$ cat src/sv/assert_macros.svh
// assertion macros shared by the scheduler arithmetic rtl
// expects clk and rst_n in the scope of each use
`ifndef ASSERT_MACROS_SVH
`define ASSERT_MACROS_SVH

// property that holds on every enabled edge
`define ASSERT_ALWAYS(label, expr, msg) \
  label: assert property (@(posedge clk) disable iff (!rst_n) (expr)) \
    else $error(msg);

// same-cycle implication
`define ASSERT_IMPL(label, ante, cons, msg) \
  label: assert property (@(posedge clk) disable iff (!rst_n) (ante) |-> (cons)) \
    else $error(msg);

// next-cycle implication
`define ASSERT_NEXT(label, ante, cons, msg) \
  label: assert property (@(posedge clk) disable iff (!rst_n) (ante) |=> (cons)) \
    else $error(msg);

`endif

$ cat src/sv/mlfq_pkg.sv
// shared widths, codes, microcode rom and control structs of the scheduler arithmetic
// no dependencies
`timescale 1ns / 1ps

package mlfq_pkg;

  // fixed point format and field widths
  localparam int FRAC_W     = 14;
  localparam int FUNC_W     = 2;
  localparam int READY_W    = 7;
  localparam int RECENT_W   = 32;
  localparam int NICE_W     = 6;
  localparam int PRI_W      = 8;
  localparam int LOAD_OUT_W = 31;

  // load never exceeds the largest ready count times 1.0
  localparam int LOAD_W = FRAC_W + READY_W;
  // divider: numerator (2*load) << frac, divisor 2*load + 1.0
  localparam int DIV_W  = 2 * FRAC_W + READY_W + 1;
  localparam int DEN_W  = FRAC_W + READY_W + 1;
  localparam int CNT_W  = $clog2(DIV_W + 1);

  // shared multiplier: signed recent or load times a small unsigned factor
  localparam int MULA_W = RECENT_W + 1;
  localparam int MULB_W = (FRAC_W > 7) ? FRAC_W : 7;
  localparam int PROD_W = MULA_W + MULB_W + 1;

  localparam int ONE_FIX   = 1 << FRAC_W;
  localparam int HALF_FIX  = 1 << (FRAC_W - 1);
  localparam int PRIO_SH   = FRAC_W + 2;
  localparam int PRIO_ONE  = 1 << PRIO_SH;
  localparam int AGE_MUL   = 59;
  localparam int AGE_DIV   = 60;
  localparam int PCT_MUL   = 100;

  // aging by 60 as a reciprocal multiply: 59*load + ready*1.0 stays below 60 * 2^LOAD_W,
  // and a rounded-up reciprocal with 6 extra shift bits gives the exact floor
  localparam int AGE_NUM_W  = LOAD_W + 6;
  localparam int AGE_SH     = AGE_NUM_W + 6;
  localparam int AGE_RCP_W  = AGE_SH - 5;
  localparam int AGE_PROD_W = AGE_NUM_W + AGE_RCP_W;
  localparam logic [AGE_RCP_W-1:0] AGE_RCP =
    AGE_RCP_W'(((longint'(1) << AGE_SH) + longint'(AGE_DIV) - 1) / longint'(AGE_DIV));

  localparam logic [LOAD_W-1:0] LOAD_MAX =
    LOAD_W'(((1 << READY_W) - 1) << FRAC_W);
  localparam logic [PRI_W-1:0] PRI_MAX_RST = PRI_W'(63);

  typedef enum logic [FUNC_W-1:0] {
    FN_LOAD   = 2'd0,
    FN_THREAD = 2'd1,
    FN_TICK   = 2'd2,
    FN_REPORT = 2'd3
  } func_t;

  // datapath micro-operations
  typedef enum logic [3:0] {
    UOP_NOP,
    UOP_MUL_AGE,
    UOP_ADD_AGE,
    UOP_RCP_AGE,
    UOP_LOAD_WB,
    UOP_DIV_COEF,
    UOP_MUL_COEF,
    UOP_NEW_RECENT,
    UOP_PRIO,
    UOP_TICK,
    UOP_MUL_LOAD100,
    UOP_RND_LOAD,
    UOP_MUL_REC100,
    UOP_RND_REC
  } uop_t;

  // sequencer branch conditions
  typedef enum logic [2:0] {
    JC_NEXT,
    JC_GOTO,
    JC_FUNC,
    JC_IDLE,
    JC_DIV_BUSY,
    JC_DONE
  } cond_t;

  localparam int ADDR_W = 5;
  typedef logic [ADDR_W-1:0] upc_t;

  localparam upc_t A_DISPATCH  = upc_t'(0);
  localparam upc_t A_AGE       = upc_t'(1);
  localparam upc_t A_THREAD    = upc_t'(5);
  localparam upc_t A_COEF_WAIT = upc_t'(7);
  localparam upc_t A_TICK      = upc_t'(11);
  localparam upc_t A_REPORT    = upc_t'(13);
  localparam upc_t A_FIN       = upc_t'(17);

  typedef struct packed {
    uop_t  uop;
    cond_t cond;
    upc_t  target;
  } ucw_t;

  // sequencer to datapath
  typedef struct packed {
    uop_t uop;
    logic accept;
    logic finish;
  } ctrl_t;

  // datapath to sequencer
  typedef struct packed {
    func_t func;
    logic  idle;
    logic  div_busy;
    logic  out_free;
  } stat_t;

  function automatic ucw_t mk_cw(uop_t u, cond_t c, upc_t t);
    ucw_t w;
    w.uop    = u;
    w.cond   = c;
    w.target = t;
    return w;
  endfunction

  // microcode program, one control word per step
  function automatic ucw_t ucode_rom(upc_t a);
    ucw_t w;
    case (a)
      // dispatch on the operation
      upc_t'(0):  w = mk_cw(UOP_NOP,         JC_FUNC,     A_DISPATCH);
      // load update
      upc_t'(1):  w = mk_cw(UOP_MUL_AGE,     JC_NEXT,     A_DISPATCH);
      upc_t'(2):  w = mk_cw(UOP_ADD_AGE,     JC_NEXT,     A_DISPATCH);
      upc_t'(3):  w = mk_cw(UOP_RCP_AGE,     JC_NEXT,     A_DISPATCH);
      upc_t'(4):  w = mk_cw(UOP_LOAD_WB,     JC_GOTO,     A_FIN);
      // thread recompute
      upc_t'(5):  w = mk_cw(UOP_NOP,         JC_IDLE,     A_FIN);
      upc_t'(6):  w = mk_cw(UOP_DIV_COEF,    JC_NEXT,     A_DISPATCH);
      upc_t'(7):  w = mk_cw(UOP_NOP,         JC_DIV_BUSY, A_COEF_WAIT);
      upc_t'(8):  w = mk_cw(UOP_MUL_COEF,    JC_NEXT,     A_DISPATCH);
      upc_t'(9):  w = mk_cw(UOP_NEW_RECENT,  JC_NEXT,     A_DISPATCH);
      upc_t'(10): w = mk_cw(UOP_PRIO,        JC_GOTO,     A_FIN);
      // tick charge
      upc_t'(11): w = mk_cw(UOP_NOP,         JC_IDLE,     A_FIN);
      upc_t'(12): w = mk_cw(UOP_TICK,        JC_GOTO,     A_FIN);
      // report
      upc_t'(13): w = mk_cw(UOP_MUL_LOAD100, JC_NEXT,     A_DISPATCH);
      upc_t'(14): w = mk_cw(UOP_RND_LOAD,    JC_NEXT,     A_DISPATCH);
      upc_t'(15): w = mk_cw(UOP_MUL_REC100,  JC_NEXT,     A_DISPATCH);
      upc_t'(16): w = mk_cw(UOP_RND_REC,     JC_NEXT,     A_DISPATCH);
      // hand the result to the output register
      upc_t'(17): w = mk_cw(UOP_NOP,         JC_DONE,     A_FIN);
      default:    w = mk_cw(UOP_NOP,         JC_GOTO,     A_FIN);
    endcase
    return w;
  endfunction

  // first step of each operation
  function automatic upc_t entry_of(func_t f);
    upc_t a;
    case (f)
      FN_LOAD:   a = A_AGE;
      FN_THREAD: a = A_THREAD;
      FN_TICK:   a = A_TICK;
      FN_REPORT: a = A_REPORT;
      default:   a = A_FIN;
    endcase
    return a;
  endfunction

endpackage

$ cat src/sv/mlfq_if.sv
// valid/ready channel interfaces: input item, result item, configuration write
// depends on mlfq_pkg for field widths
`timescale 1ns / 1ps

interface mlfq_in_if;
  import mlfq_pkg::*;
  logic                       valid;
  logic                       ready;
  logic [FUNC_W-1:0]          func;
  logic [READY_W-1:0]         ready_count;
  logic signed [RECENT_W-1:0] recent_in;
  logic signed [NICE_W-1:0]   nice_in;
  logic                       is_idle;

  modport source (output valid, func, ready_count, recent_in, nice_in, is_idle,
                  input ready);
  modport sink (input valid, func, ready_count, recent_in, nice_in, is_idle,
                output ready);
endinterface

interface mlfq_out_if;
  import mlfq_pkg::*;
  logic                       valid;
  logic                       ready;
  logic signed [RECENT_W-1:0] recent_out;
  logic signed [RECENT_W-1:0] priority_out;
  logic [LOAD_OUT_W-1:0]      load_out;
  logic [LOAD_OUT_W-1:0]      load_times_100;
  logic signed [RECENT_W-1:0] recent_times_100;

  modport source (output valid, recent_out, priority_out, load_out, load_times_100,
                  recent_times_100, input ready);
  modport sink (input valid, recent_out, priority_out, load_out, load_times_100,
                recent_times_100, output ready);
endinterface

interface mlfq_cfg_if;
  import mlfq_pkg::*;
  logic             valid;
  logic             ready;
  logic [PRI_W-1:0] pri_max;

  modport source (output valid, pri_max, input ready);
  modport sink (input valid, pri_max, output ready);
endinterface

$ cat src/sv/mlfq_div.sv
// restoring unsigned divider, one quotient bit per cycle
// depends on mlfq_pkg for widths and assert_macros.svh
`timescale 1ns / 1ps

`include "assert_macros.svh"

module mlfq_div (
  input  logic                      clk,
  input  logic                      rst_n,
  input  logic                      start,
  input  logic [mlfq_pkg::DIV_W-1:0] num,
  input  logic [mlfq_pkg::DEN_W-1:0] den,
  output logic                      busy,
  output logic [mlfq_pkg::DIV_W-1:0] quot
);
  import mlfq_pkg::*;

  logic               busy_r;
  logic [CNT_W-1:0]   cnt_r;
  logic [DEN_W-1:0]   rem_r, rem_nxt;
  logic [DEN_W-1:0]   den_r;
  logic [DIV_W-1:0]   quo_r, quo_nxt;
  logic [DEN_W:0]     shifted;
  logic               ge;

  // one restoring step: shift in the next numerator bit, subtract if it fits
  always_comb begin
    shifted = {rem_r, quo_r[DIV_W-1]};
    ge      = shifted >= {1'b0, den_r};
    rem_nxt = ge ? DEN_W'(shifted - {1'b0, den_r}) : shifted[DEN_W-1:0];
    quo_nxt = {quo_r[DIV_W-2:0], ge};
  end

  // control
  always_ff @(posedge clk) begin
    if (!rst_n) begin
      busy_r <= 1'b0;
      cnt_r  <= '0;
    end else if (start) begin
      busy_r <= 1'b1;
      cnt_r  <= CNT_W'(DIV_W);
    end else if (busy_r) begin
      busy_r <= cnt_r != CNT_W'(1);
      cnt_r  <= cnt_r - CNT_W'(1);
    end
  end

  // remainder and quotient shift register
  always_ff @(posedge clk) begin
    if (start) begin
      rem_r <= '0;
      den_r <= den;
      quo_r <= num;
    end else if (busy_r) begin
      rem_r <= rem_nxt;
      quo_r <= quo_nxt;
    end
  end

  assign busy = busy_r;
  assign quot = quo_r;

  `ASSERT_IMPL(a_start_idle, start, !busy_r, "divider restarted while busy")
  `ASSERT_IMPL(a_rem_range, busy_r, rem_r < den_r, "partial remainder not below divisor")

endmodule

$ cat src/sv/mlfq_seq.sv
// microcode sequencer: step counter, control rom lookup and branch logic
// depends on mlfq_pkg and assert_macros.svh
`timescale 1ns / 1ps

`include "assert_macros.svh"

module mlfq_seq (
  input  logic            clk,
  input  logic            rst_n,
  input  logic            in_valid,
  output logic            in_ready,
  input  mlfq_pkg::stat_t stat,
  output mlfq_pkg::ctrl_t ctrl
);
  import mlfq_pkg::*;

  logic busy_r, busy_nxt;
  upc_t pc_r, pc_nxt;
  ucw_t cw;
  logic accept;
  logic done;
  logic blocked;

  assign cw       = ucode_rom(pc_r);
  assign in_ready = !busy_r;
  assign accept   = in_valid && !busy_r;
  assign done     = busy_r && (cw.cond == JC_DONE) && stat.out_free;
  assign blocked  = busy_r && (cw.cond == JC_DONE) && !stat.out_free;

  // next step
  always_comb begin
    pc_nxt   = pc_r;
    busy_nxt = busy_r;
    if (accept) begin
      pc_nxt   = A_DISPATCH;
      busy_nxt = 1'b1;
    end else if (busy_r) begin
      case (cw.cond)
        JC_NEXT:     pc_nxt = pc_r + upc_t'(1);
        JC_GOTO:     pc_nxt = cw.target;
        JC_FUNC:     pc_nxt = entry_of(stat.func);
        JC_IDLE:     pc_nxt = stat.idle ? cw.target : pc_r + upc_t'(1);
        JC_DIV_BUSY: pc_nxt = stat.div_busy ? cw.target : pc_r + upc_t'(1);
        JC_DONE: begin
          if (stat.out_free) begin
            busy_nxt = 1'b0;
          end
        end
        default:     pc_nxt = A_FIN;
      endcase
    end
  end

  always_ff @(posedge clk) begin
    if (!rst_n) begin
      busy_r <= 1'b0;
      pc_r   <= A_DISPATCH;
    end else begin
      busy_r <= busy_nxt;
      pc_r   <= pc_nxt;
    end
  end

  // control word to the datapath
  always_comb begin
    ctrl.uop    = busy_r ? cw.uop : UOP_NOP;
    ctrl.accept = accept;
    ctrl.finish = done;
  end

  `ASSERT_NEXT(a_fin_hold, blocked, busy_r && pc_r == $past(pc_r), "blocked final step left")

endmodule

$ cat src/sv/mlfq_dp.sv
// datapath: operand registers, shared multiplier, divider, result and output registers
// depends on mlfq_pkg, mlfq_div and assert_macros.svh
`timescale 1ns / 1ps

`include "assert_macros.svh"

module mlfq_dp (
  input  logic                               clk,
  input  logic                               rst_n,
  input  mlfq_pkg::ctrl_t                    ctrl,
  input  logic [mlfq_pkg::PRI_W-1:0]         pri_max,
  input  logic [mlfq_pkg::FUNC_W-1:0]        in_func,
  input  logic [mlfq_pkg::READY_W-1:0]       in_ready_count,
  input  logic signed [mlfq_pkg::RECENT_W-1:0] in_recent,
  input  logic signed [mlfq_pkg::NICE_W-1:0] in_nice,
  input  logic                               in_idle,
  input  logic                               out_ready,
  output logic                               out_valid,
  output logic signed [mlfq_pkg::RECENT_W-1:0] out_recent,
  output logic signed [mlfq_pkg::RECENT_W-1:0] out_prio,
  output logic [mlfq_pkg::LOAD_OUT_W-1:0]    out_load,
  output logic [mlfq_pkg::LOAD_OUT_W-1:0]    out_load100,
  output logic signed [mlfq_pkg::RECENT_W-1:0] out_recent100,
  output mlfq_pkg::stat_t                    stat
);
  import mlfq_pkg::*;

  // captured transaction
  func_t                      func_r;
  logic [READY_W-1:0]         ready_r;
  logic signed [RECENT_W-1:0] recent_r;
  logic signed [NICE_W-1:0]   nice_r;
  logic                       idle_r;

  // state and working registers
  logic [LOAD_W-1:0]          load_r;
  logic signed [PROD_W-1:0]   prod_r;
  logic [AGE_PROD_W-1:0]      age_prod_r;
  logic signed [RECENT_W-1:0] res_recent_r;
  logic signed [RECENT_W-1:0] prio_r;
  logic [LOAD_OUT_W-1:0]      l100_r;
  logic signed [RECENT_W-1:0] r100_r;

  // output register
  logic                       out_valid_r;
  logic signed [RECENT_W-1:0] o_recent_r;
  logic signed [RECENT_W-1:0] o_prio_r;
  logic [LOAD_OUT_W-1:0]      o_load_r;
  logic [LOAD_OUT_W-1:0]      o_load100_r;
  logic signed [RECENT_W-1:0] o_recent100_r;

  // combinational helpers
  logic signed [MULA_W-1:0]   mul_a;
  logic [MULB_W-1:0]          mul_b;
  logic signed [PROD_W-1:0]   mul_p;
  logic                       div_start;
  logic [DIV_W-1:0]           div_num;
  logic [DEN_W-1:0]           div_den;
  logic                       div_busy;
  logic [DIV_W-1:0]           div_quot;
  logic signed [PROD_W-1:0]   prod_adj, prod_q;
  logic signed [RECENT_W-1:0] new_recent;
  logic signed [RECENT_W:0]   rq_adj, rq;
  logic signed [RECENT_W-1:0] new_prio;
  logic signed [PROD_W-1:0]   rnd_pos, rnd_neg;
  logic                       out_free;

  // shared multiplier operand select
  always_comb begin
    case (ctrl.uop)
      UOP_MUL_AGE: begin
        mul_a = MULA_W'(load_r);
        mul_b = MULB_W'(AGE_MUL);
      end
      UOP_MUL_COEF: begin
        mul_a = MULA_W'(recent_r);
        mul_b = div_quot[MULB_W-1:0];
      end
      UOP_MUL_LOAD100: begin
        mul_a = MULA_W'(load_r);
        mul_b = MULB_W'(PCT_MUL);
      end
      default: begin
        mul_a = MULA_W'(recent_r);
        mul_b = MULB_W'(PCT_MUL);
      end
    endcase
    mul_p = mul_a * $signed({1'b0, mul_b});
  end

  // divider operands: the decay coefficient 2*load / (2*load + 1.0)
  always_comb begin
    div_start = (ctrl.uop == UOP_DIV_COEF);
    div_num   = DIV_W'(load_r) << (FRAC_W + 1);
    div_den   = (DEN_W'(load_r) << 1) + DEN_W'(ONE_FIX);
  end

  mlfq_div u_div (
    .clk   (clk),
    .rst_n (rst_n),
    .start (div_start),
    .num   (div_num),
    .den   (div_den),
    .busy  (div_busy),
    .quot  (div_quot)
  );

  // coef * recent / 1.0 toward zero, plus nice
  always_comb begin
    prod_adj   = prod_r + (prod_r[PROD_W-1] ? PROD_W'(ONE_FIX - 1) : PROD_W'(0));
    prod_q     = prod_adj >>> FRAC_W;
    new_recent = prod_q[RECENT_W-1:0] + (RECENT_W'(nice_r) << FRAC_W);
  end

  // priority from the new recent value, quarter taken toward zero
  always_comb begin
    rq_adj   = {res_recent_r[RECENT_W-1], res_recent_r}
             + (res_recent_r[RECENT_W-1] ? (RECENT_W + 1)'(PRIO_ONE - 1)
                                         : (RECENT_W + 1)'(0));
    rq       = rq_adj >>> PRIO_SH;
    new_prio = RECENT_W'(pri_max) - rq[RECENT_W-1:0] - (RECENT_W'(nice_r) <<< 1);
  end

  // rounding of the scaled products, half away from zero
  always_comb begin
    rnd_pos = (prod_r + PROD_W'(HALF_FIX)) >>> FRAC_W;
    rnd_neg = (PROD_W'(HALF_FIX) - prod_r) >>> FRAC_W;
  end

  // load average state, aged sum times the reciprocal of 60
  always_ff @(posedge clk) begin
    if (!rst_n) begin
      load_r <= '0;
    end else if (ctrl.uop == UOP_LOAD_WB) begin
      load_r <= age_prod_r[AGE_SH +: LOAD_W];
    end
  end

  // capture and micro-operations
  always_ff @(posedge clk) begin
    if (ctrl.accept) begin
      func_r       <= func_t'(in_func);
      ready_r      <= in_ready_count;
      recent_r     <= in_recent;
      nice_r       <= in_nice;
      idle_r       <= in_idle;
      res_recent_r <= in_recent;
      prio_r       <= '0;
      l100_r       <= '0;
      r100_r       <= '0;
    end else begin
      case (ctrl.uop)
        UOP_MUL_AGE, UOP_MUL_COEF, UOP_MUL_LOAD100, UOP_MUL_REC100: prod_r <= mul_p;
        UOP_ADD_AGE:    prod_r <= prod_r + (PROD_W'(ready_r) << FRAC_W);
        UOP_RCP_AGE:    age_prod_r <= prod_r[AGE_NUM_W-1:0] * AGE_RCP;
        UOP_NEW_RECENT: res_recent_r <= new_recent;
        UOP_PRIO:       prio_r <= new_prio;
        UOP_TICK:       res_recent_r <= recent_r + RECENT_W'(ONE_FIX);
        UOP_RND_LOAD:   l100_r <= rnd_pos[LOAD_OUT_W-1:0];
        UOP_RND_REC: begin
          r100_r <= prod_r[PROD_W-1] ? -rnd_neg[RECENT_W-1:0] : rnd_pos[RECENT_W-1:0];
        end
        default: begin
        end
      endcase
    end
  end

  // output register, loaded when the program finishes
  assign out_free = !out_valid_r || out_ready;

  always_ff @(posedge clk) begin
    if (!rst_n) begin
      out_valid_r <= 1'b0;
    end else if (ctrl.finish) begin
      out_valid_r <= 1'b1;
    end else if (out_ready) begin
      out_valid_r <= 1'b0;
    end
  end

  always_ff @(posedge clk) begin
    if (ctrl.finish) begin
      o_recent_r    <= res_recent_r;
      o_prio_r      <= prio_r;
      o_load_r      <= LOAD_OUT_W'(load_r);
      o_load100_r   <= l100_r;
      o_recent100_r <= r100_r;
    end
  end

  assign out_valid     = out_valid_r;
  assign out_recent    = o_recent_r;
  assign out_prio      = o_prio_r;
  assign out_load      = o_load_r;
  assign out_load100   = o_load100_r;
  assign out_recent100 = o_recent100_r;

  always_comb begin
    stat.func     = func_r;
    stat.idle     = idle_r;
    stat.div_busy = div_busy;
    stat.out_free = out_free;
  end

  `ASSERT_ALWAYS(a_load_bound, load_r <= LOAD_MAX, "load average above its ceiling")
  `ASSERT_IMPL(a_fin_slot, ctrl.finish, out_free, "result overwrote a pending transaction")

endmodule

$ cat src/sv/mlfq_scheduler_arithmetic_core.sv
// Scheduler arithmetic unit: load average, recent cpu and priority in 17.14 fixed point.
// Input channel in_ch carries one operation per transaction (func, ready_count,
// recent_in, nice_in, is_idle); result channel out_ch returns exactly one result per
// transaction. cfg_ch writes pri_max (always ready); write it only while the unit is idle.
// Each operation runs as a short microcode program over one datapath; one item at a time.
// Thread recompute uses the restoring divider for the decay coefficient, at one quotient
// bit per cycle; the load update divides by 60 with a reciprocal multiply. An idle thread
// recompute or tick skips its arithmetic and goes straight to the final step.
// in_ready returns in the same cycle that the result appears in the output register.
// A new item is taken as soon as the previous result sits in the output register,
// even if the receiver has not yet taken it.
// If the receiver stalls, the output register holds its result and the next item
// waits on its final step until that register frees up; nothing is dropped.
// Reset (rst_n low at a clock edge) clears the load average to 0, sets pri_max to 63
// and empties the output register; no clearing pass is needed.
// Depends on mlfq_pkg, mlfq_if, mlfq_seq and mlfq_dp.
`timescale 1ns / 1ps

module mlfq_scheduler_arithmetic_core (
  input  logic              clk,
  input  logic              rst_n,
  mlfq_in_if.sink           in_ch,
  mlfq_out_if.source        out_ch,
  mlfq_cfg_if.sink          cfg_ch
);
  import mlfq_pkg::*;

  logic [PRI_W-1:0] pri_max_r;
  ctrl_t            ctrl;
  stat_t            stat;
  logic             seq_in_ready;

  // configuration register
  assign cfg_ch.ready = 1'b1;

  always_ff @(posedge clk) begin
    if (!rst_n) begin
      pri_max_r <= PRI_MAX_RST;
    end else if (cfg_ch.valid) begin
      pri_max_r <= cfg_ch.pri_max;
    end
  end

  // sequencer
  mlfq_seq u_seq (
    .clk      (clk),
    .rst_n    (rst_n),
    .in_valid (in_ch.valid),
    .in_ready (seq_in_ready),
    .stat     (stat),
    .ctrl     (ctrl)
  );

  assign in_ch.ready = seq_in_ready;

  // datapath
  mlfq_dp u_dp (
    .clk            (clk),
    .rst_n          (rst_n),
    .ctrl           (ctrl),
    .pri_max        (pri_max_r),
    .in_func        (in_ch.func),
    .in_ready_count (in_ch.ready_count),
    .in_recent      (in_ch.recent_in),
    .in_nice        (in_ch.nice_in),
    .in_idle        (in_ch.is_idle),
    .out_ready      (out_ch.ready),
    .out_valid      (out_ch.valid),
    .out_recent     (out_ch.recent_out),
    .out_prio       (out_ch.priority_out),
    .out_load       (out_ch.load_out),
    .out_load100    (out_ch.load_times_100),
    .out_recent100  (out_ch.recent_times_100),
    .stat           (stat)
  );

endmodule
$ cat src/flat_wrapper.sv
// flat-port wrapper written by rule: the top's interface ports become plain ports
module mlfq_scheduler_arithmetic_core_flat import mlfq_pkg::*;
  (clk, rst_n, in_ch_valid, in_ch_func, in_ch_ready_count, in_ch_recent_in, in_ch_nice_in, in_ch_is_idle, in_ch_ready, out_ch_valid, out_ch_recent_out, out_ch_priority_out, out_ch_load_out, out_ch_load_times_100, out_ch_recent_times_100, out_ch_ready, cfg_ch_valid, cfg_ch_pri_max, cfg_ch_ready);
  mlfq_in_if in_ch_i ();
  mlfq_out_if out_ch_i ();
  mlfq_cfg_if cfg_ch_i ();
  input  logic clk;
  input  logic rst_n;
  input wire logic [$bits(in_ch_i.valid)-1:0] in_ch_valid;
  input wire logic [$bits(in_ch_i.func)-1:0] in_ch_func;
  input wire logic [$bits(in_ch_i.ready_count)-1:0] in_ch_ready_count;
  input wire logic [$bits(in_ch_i.recent_in)-1:0] in_ch_recent_in;
  input wire logic [$bits(in_ch_i.nice_in)-1:0] in_ch_nice_in;
  input wire logic [$bits(in_ch_i.is_idle)-1:0] in_ch_is_idle;
  output wire logic [$bits(in_ch_i.ready)-1:0] in_ch_ready;
  output wire logic [$bits(out_ch_i.valid)-1:0] out_ch_valid;
  output wire logic [$bits(out_ch_i.recent_out)-1:0] out_ch_recent_out;
  output wire logic [$bits(out_ch_i.priority_out)-1:0] out_ch_priority_out;
  output wire logic [$bits(out_ch_i.load_out)-1:0] out_ch_load_out;
  output wire logic [$bits(out_ch_i.load_times_100)-1:0] out_ch_load_times_100;
  output wire logic [$bits(out_ch_i.recent_times_100)-1:0] out_ch_recent_times_100;
  input wire logic [$bits(out_ch_i.ready)-1:0] out_ch_ready;
  input wire logic [$bits(cfg_ch_i.valid)-1:0] cfg_ch_valid;
  input wire logic [$bits(cfg_ch_i.pri_max)-1:0] cfg_ch_pri_max;
  output wire logic [$bits(cfg_ch_i.ready)-1:0] cfg_ch_ready;
  assign in_ch_i.valid = in_ch_valid;
  assign in_ch_i.func = in_ch_func;
  assign in_ch_i.ready_count = in_ch_ready_count;
  assign in_ch_i.recent_in = in_ch_recent_in;
  assign in_ch_i.nice_in = in_ch_nice_in;
  assign in_ch_i.is_idle = in_ch_is_idle;
  assign in_ch_ready = in_ch_i.ready;
  assign out_ch_valid = out_ch_i.valid;
  assign out_ch_recent_out = out_ch_i.recent_out;
  assign out_ch_priority_out = out_ch_i.priority_out;
  assign out_ch_load_out = out_ch_i.load_out;
  assign out_ch_load_times_100 = out_ch_i.load_times_100;
  assign out_ch_recent_times_100 = out_ch_i.recent_times_100;
  assign out_ch_i.ready = out_ch_ready;
  assign cfg_ch_i.valid = cfg_ch_valid;
  assign cfg_ch_i.pri_max = cfg_ch_pri_max;
  assign cfg_ch_ready = cfg_ch_i.ready;
  mlfq_scheduler_arithmetic_core u_core (.clk(clk), .rst_n(rst_n), .in_ch(in_ch_i), .out_ch(out_ch_i), .cfg_ch(cfg_ch_i));
endmodule
$ cat config.mk
export PLATFORM = sky130hd
export DESIGN_NAME = mlfq_scheduler_arithmetic_core_flat
export DESIGN_NICKNAME = d
export VERILOG_FILES = /design/src/sv/mlfq_pkg.sv /design/src/sv/mlfq_if.sv /design/src/sv/mlfq_div.sv /design/src/sv/mlfq_seq.sv /design/src/sv/mlfq_dp.sv /design/src/sv/mlfq_scheduler_arithmetic_core.sv /design/src/flat_wrapper.sv
export VERILOG_INCLUDE_DIRS = /design/src /design/src/sv
export SDC_FILE = /design/constraint.sdc
export NUM_CORES = 2
export LEC_CHECK = 0
export BUFFER_PORTS_ARGS = -buffer_cell sky130_fd_sc_hd__buf_2
export CAP_MARGIN = 20
export CORE_MARGIN = 4
export CORE_UTILIZATION = 56
export DETAILED_ROUTE_END_ITERATION = 7
export PLACE_DENSITY = 0.74
export SYNTH_ARGS = -nofsm -noshare
export SYNTH_HDL_FRONTEND = slang
export SYNTH_SLANG_ARGS = --single-unit
$ cat constraint.sdc
create_clock -name clk -period 9.5 [get_ports clk]
set_input_delay 1.9 -clock clk [delete_from_list [all_inputs] [get_ports clk]]
set_output_delay 1.9 -clock clk [all_outputs]
set_load 0.01 [all_outputs]
==> impl_metrics.csv <==
group,metric,value,unit
finish,final_util,61.2,%
detailed_routing,wire_per_inst,20.9,microns
critical_path,rrSetupSlack,0.57,ns
finish,seq_area,0.0132,sq mm
clock_network,htree_num_levels,2,
detailed_routing,drt_iter0_markers,3137,
clock_network,insertion_delay,0.64,ns
clock_network,clock-sinks,497,
synth,synth.most_common_cell,"inv_1",
placement,port_buffers,210,
critical_path,crit_path_end_kind,"flop",
timing,setup_viol,0,
die,dieArea,0.0890,sq mm
synth,yosysTopAreaCellShare,21.9,%
detailed_routing,ant_nets,0,
finish,multi_input_area,0.0305,sq mm
synth,netlist.top_cell.by_area,"fa_1",
timing,rsz0062_at_grt,"false",
global_routing,grt_pass1_wl,207000,microns
critical_path,criticalPathCategory,"reg2reg",
critical_path,startpoint_type,"flop",
die,die_width,298,microns
global_routing,gr-total-overflow,0,
timing,hold_slack,0.430,ns
synth,netlist_area,0.0472,sq mm
critical_path,r2r.worst_path.cells,25,
pwr,ir_worst_vdd,648,uV
synth,synthArstFlopShare,0,%
clock_network,clock-root-buffer,"clkbuf_16",
clock_network,ctsResizeCount,0,
die,chipHeight,298,microns
placement,dp_hpwl,104000,microns
timing,drv_slew,0,
clock_network,cts_made_buffers,54,
flow_run,drv_cap,0,
placement,gp_congestion,0.994,
timing,finalCritPeriodShare,94.0,%
critical_path,worst_ep_arrival_time,9.28,ns
global_routing,grt_pass1_vias,36300,
clock_network,tritoncts,"yes",
clock_network,ctsHoldBuffers,0,
critical_path,cpMostUsedCell,"fa_1",
finish,n_fill_cell,7117,
synth,netlist_top_cells_area,"fa_1 22%, edfxtp_1 21%, ha_1 11%",
finish,nNetsFinal,6092,
synth,avgSynthCellArea,9.44,sq um
timing,slew_headroom,25.2,%
pwr,total_power,13.8,mW
synth,syn_inst,4998,
die,io-pin-count,222,
critical_path,crit_end,"u_core.u_dp.prod_r[45]$_DFFE_PP_",
detailed_routing,drc,0,
finish,area_delta_synth_final,8.32,%
timing,final.setup_skew,0.0214,ns
critical_path,cpPeakStageDelay,0.88,ns
detailed_routing,drtPass1Iterations,5,
detailed_routing,routed_wl,130000,microns
min_path,min_path_type,"reg2reg",
die,rows,106,
clock_network,post_cts_buffers,0,
critical_path,cp_slowest_cell,"or3_2",
synth,synth_sequential_area_ratio,28.0,%
synth,ys_ff_latch,497,
synth,yosysUniqueCellTypes,99,
timing,finalHoldViolCount,0,
detailed_routing,vias,36200,
timing,fmax,112,MHz
critical_path,cp_max_fo,25,
global_routing,antenna_found_initial,3,
synth,postSynth.topFlopCell,"edfxtp_1",
critical_path,crit_start,"u_core.u_seq.busy_r$_SDFF_PN0_",
synth,ys.warnings.count,0,
timing,tightest_slew,1.11,ns
global_routing,grt_max_degree,76,
die,initial_core_util,56.5,%
clock_network,clk_path_buf_depth,3,
synth,synth_commonest_cells,"705 x inv_1, 554 x nor2_1, 522 x nand2_1",
finish,drive_gt1_share,8.63,%
pwr,power.density,269,mW/mm^2
timing,tns,0,ns
critical_path,worstReg2RegEnd,"u_core.u_dp.prod_r[45]$_DFFE_PP_",
detailed_routing,routed_via_density,5.81,
synth,synth_edf_count,326,
global_routing,track_usage,29.5,%
timing,finalCriticalPeriod,8.93,ns
critical_path,required,9.85,ns
critical_path,r2r_start,"u_core.u_seq.busy_r$_SDFF_PN0_",
status,status,"completed",
clock_network,clk_pin_slew_worst_paths,0.06,ns
die,core,0.0836,sq mm
pwr,p_leak,22.8,nW
-- worst max-delay path, delay by kind of cell, from the launching register on --
kind                       cells  cell delay, ns
adders and majority gates      7            3.43
and+or+nand+nor                5            1.82
AOI/OAI and AO/OA              7            1.61
muxes                          1            0.73
DFF                            1            0.52
buffers and inverters          5            0.51
-- placed cells by master (no fill, tap or decap), drive strengths merged, types with 97 or more instances in the layout --
master  count
inv       711
nor2      554
nand2     523
fa        517
ha        402
edfxtp    326
buf       269
a21oi     223
o21ai     191
dfxtp     171
xnor2     167
xor2      110
nand3      97
-- state kept, by name (all words and copies together) (netlist names), 7 cells and up --
| name | count |
|---|---|
| u_core.u_dp.out_recent100 | 32 |
| u_core.u_dp.u_div.den_r | 21 |
| u_core.u_dp.prod_r | 48 |
| u_core.u_dp.out_load | 21 |
| u_core.u_dp.recent_r | 32 |
| u_core.u_dp.out_prio | 19 |
| u_core.u_dp.l100_r | 31 |
| u_core.u_dp.r100_r | 32 |
| u_core.u_dp.out_recent | 32 |
| u_core.u_dp.res_recent_r | 32 |
| u_core.u_dp.u_div.rem_r | 22 |
| u_core.pri_max_r | 8 |
| u_core.u_dp.ready_r | 7 |
| u_core.u_dp.load_r | 21 |
| u_core.u_dp.out_load100 | 31 |
| u_core.u_dp.prio_r | 19 |
| u_core.u_dp.age_prod_r | 21 |
| u_core.u_dp.u_div.quot | 36 |
| u_core.u_seq.cw | 9 |
-- routing by layer --
metal | track usage [%] | up-vias | part of all wire, %
li1 | - | 16700 | -
met1 | 40.5 | 17700 | 41
met2 | 46.5 | 1564 | 45
met3 | 6.24 | 252 | 9.3
met4 | 10.5 | 2 | 4.2
met5 | 0 | - | 0.015
-- cell type report --
type | instances | area share (%)
clock inverters | 34 | 0.862
multi-input cells | 3581 | 59.7
clock buffers | 65 | 2.74
diodes | 1 | 0.00490
flip-flops and latches | 497 | 25.9
repair buffers | 269 | 2.95
well taps | 1080 | 2.64
inverters | 709 | 5.21
-- worst min path at each step --
| stage | start | endpoint | slack (ns) | cells after the start |
|---|---|---|---|---|
| 2_1_floorplan | u_core.u_dp.prio_r[16]$_SDFFE_PP0N_ | u_core.u_dp.out_prio[16]$_DFFE_PP_ | 0.40 | 0 |
| 3_3_place_gp | u_core.u_dp.r100_r[20]$_SDFFE_PP0N_ | u_core.u_dp.out_recent100[20]$_DFFE_PP_ | 0.41 | 0 |
| 3_5_place_dp | u_core.u_dp.r100_r[19]$_SDFFE_PP0N_ | u_core.u_dp.out_recent100[19]$_DFFE_PP_ | 0.41 | 0 |
| 4_1_cts | u_core.u_dp.l100_r[10]$_SDFFE_PP0N_ | u_core.u_dp.out_load100[10]$_DFFE_PP_ | 0.43 | 0 |
| 5_1_grt | u_core.u_dp.l100_r[19]$_SDFFE_PP0N_ | u_core.u_dp.out_load100[19]$_DFFE_PP_ | 0.44 | 0 |
| 6_report | u_core.u_dp.prio_r[8]$_SDFFE_PP0N_ | u_core.u_dp.out_prio[8]$_DFFE_PP_ | 0.43 | 0 |
-- where the power goes --
part           switching [mW]  internal (mW)
Sequential              0.220           2.71
Clock                   0.920           1.28
Combinational            5.06           3.58
Total                    6.20           7.57
-- kinds of logic after synthesis --
logic type / count (synthesis) / synth area share (%)
adders and majority gates: 919 / 32.6
DFF: 497 / 28.0
AOI/OAI and AO/OA: 761 / 10.2
and+or+nand+nor: 1532 / 14.7
muxes: 81 / 1.77
other: 2 / 0.0159
buffers and inverters: 929 / 7.62
xor gates and xnor gates: 277 / 5.14
-- per-stage QoR --
| stage | cell area [sq um] | setup slack (ns) | instances |
|---|---|---|---|
| floorplan | 47200 | 1.43 | 5007 |
| global placement | 49200 | 0.892 | 6135 |
| detailed placement | 49200 | 0.639 | 6135 |
| CTS | 51100 | 0.605 | 6234 |
| global route | 51100 | 0.0595 | 6235 |
| finish | 51100 | 0.573 | 6236 |
Power figures use the tool's default switching activity.
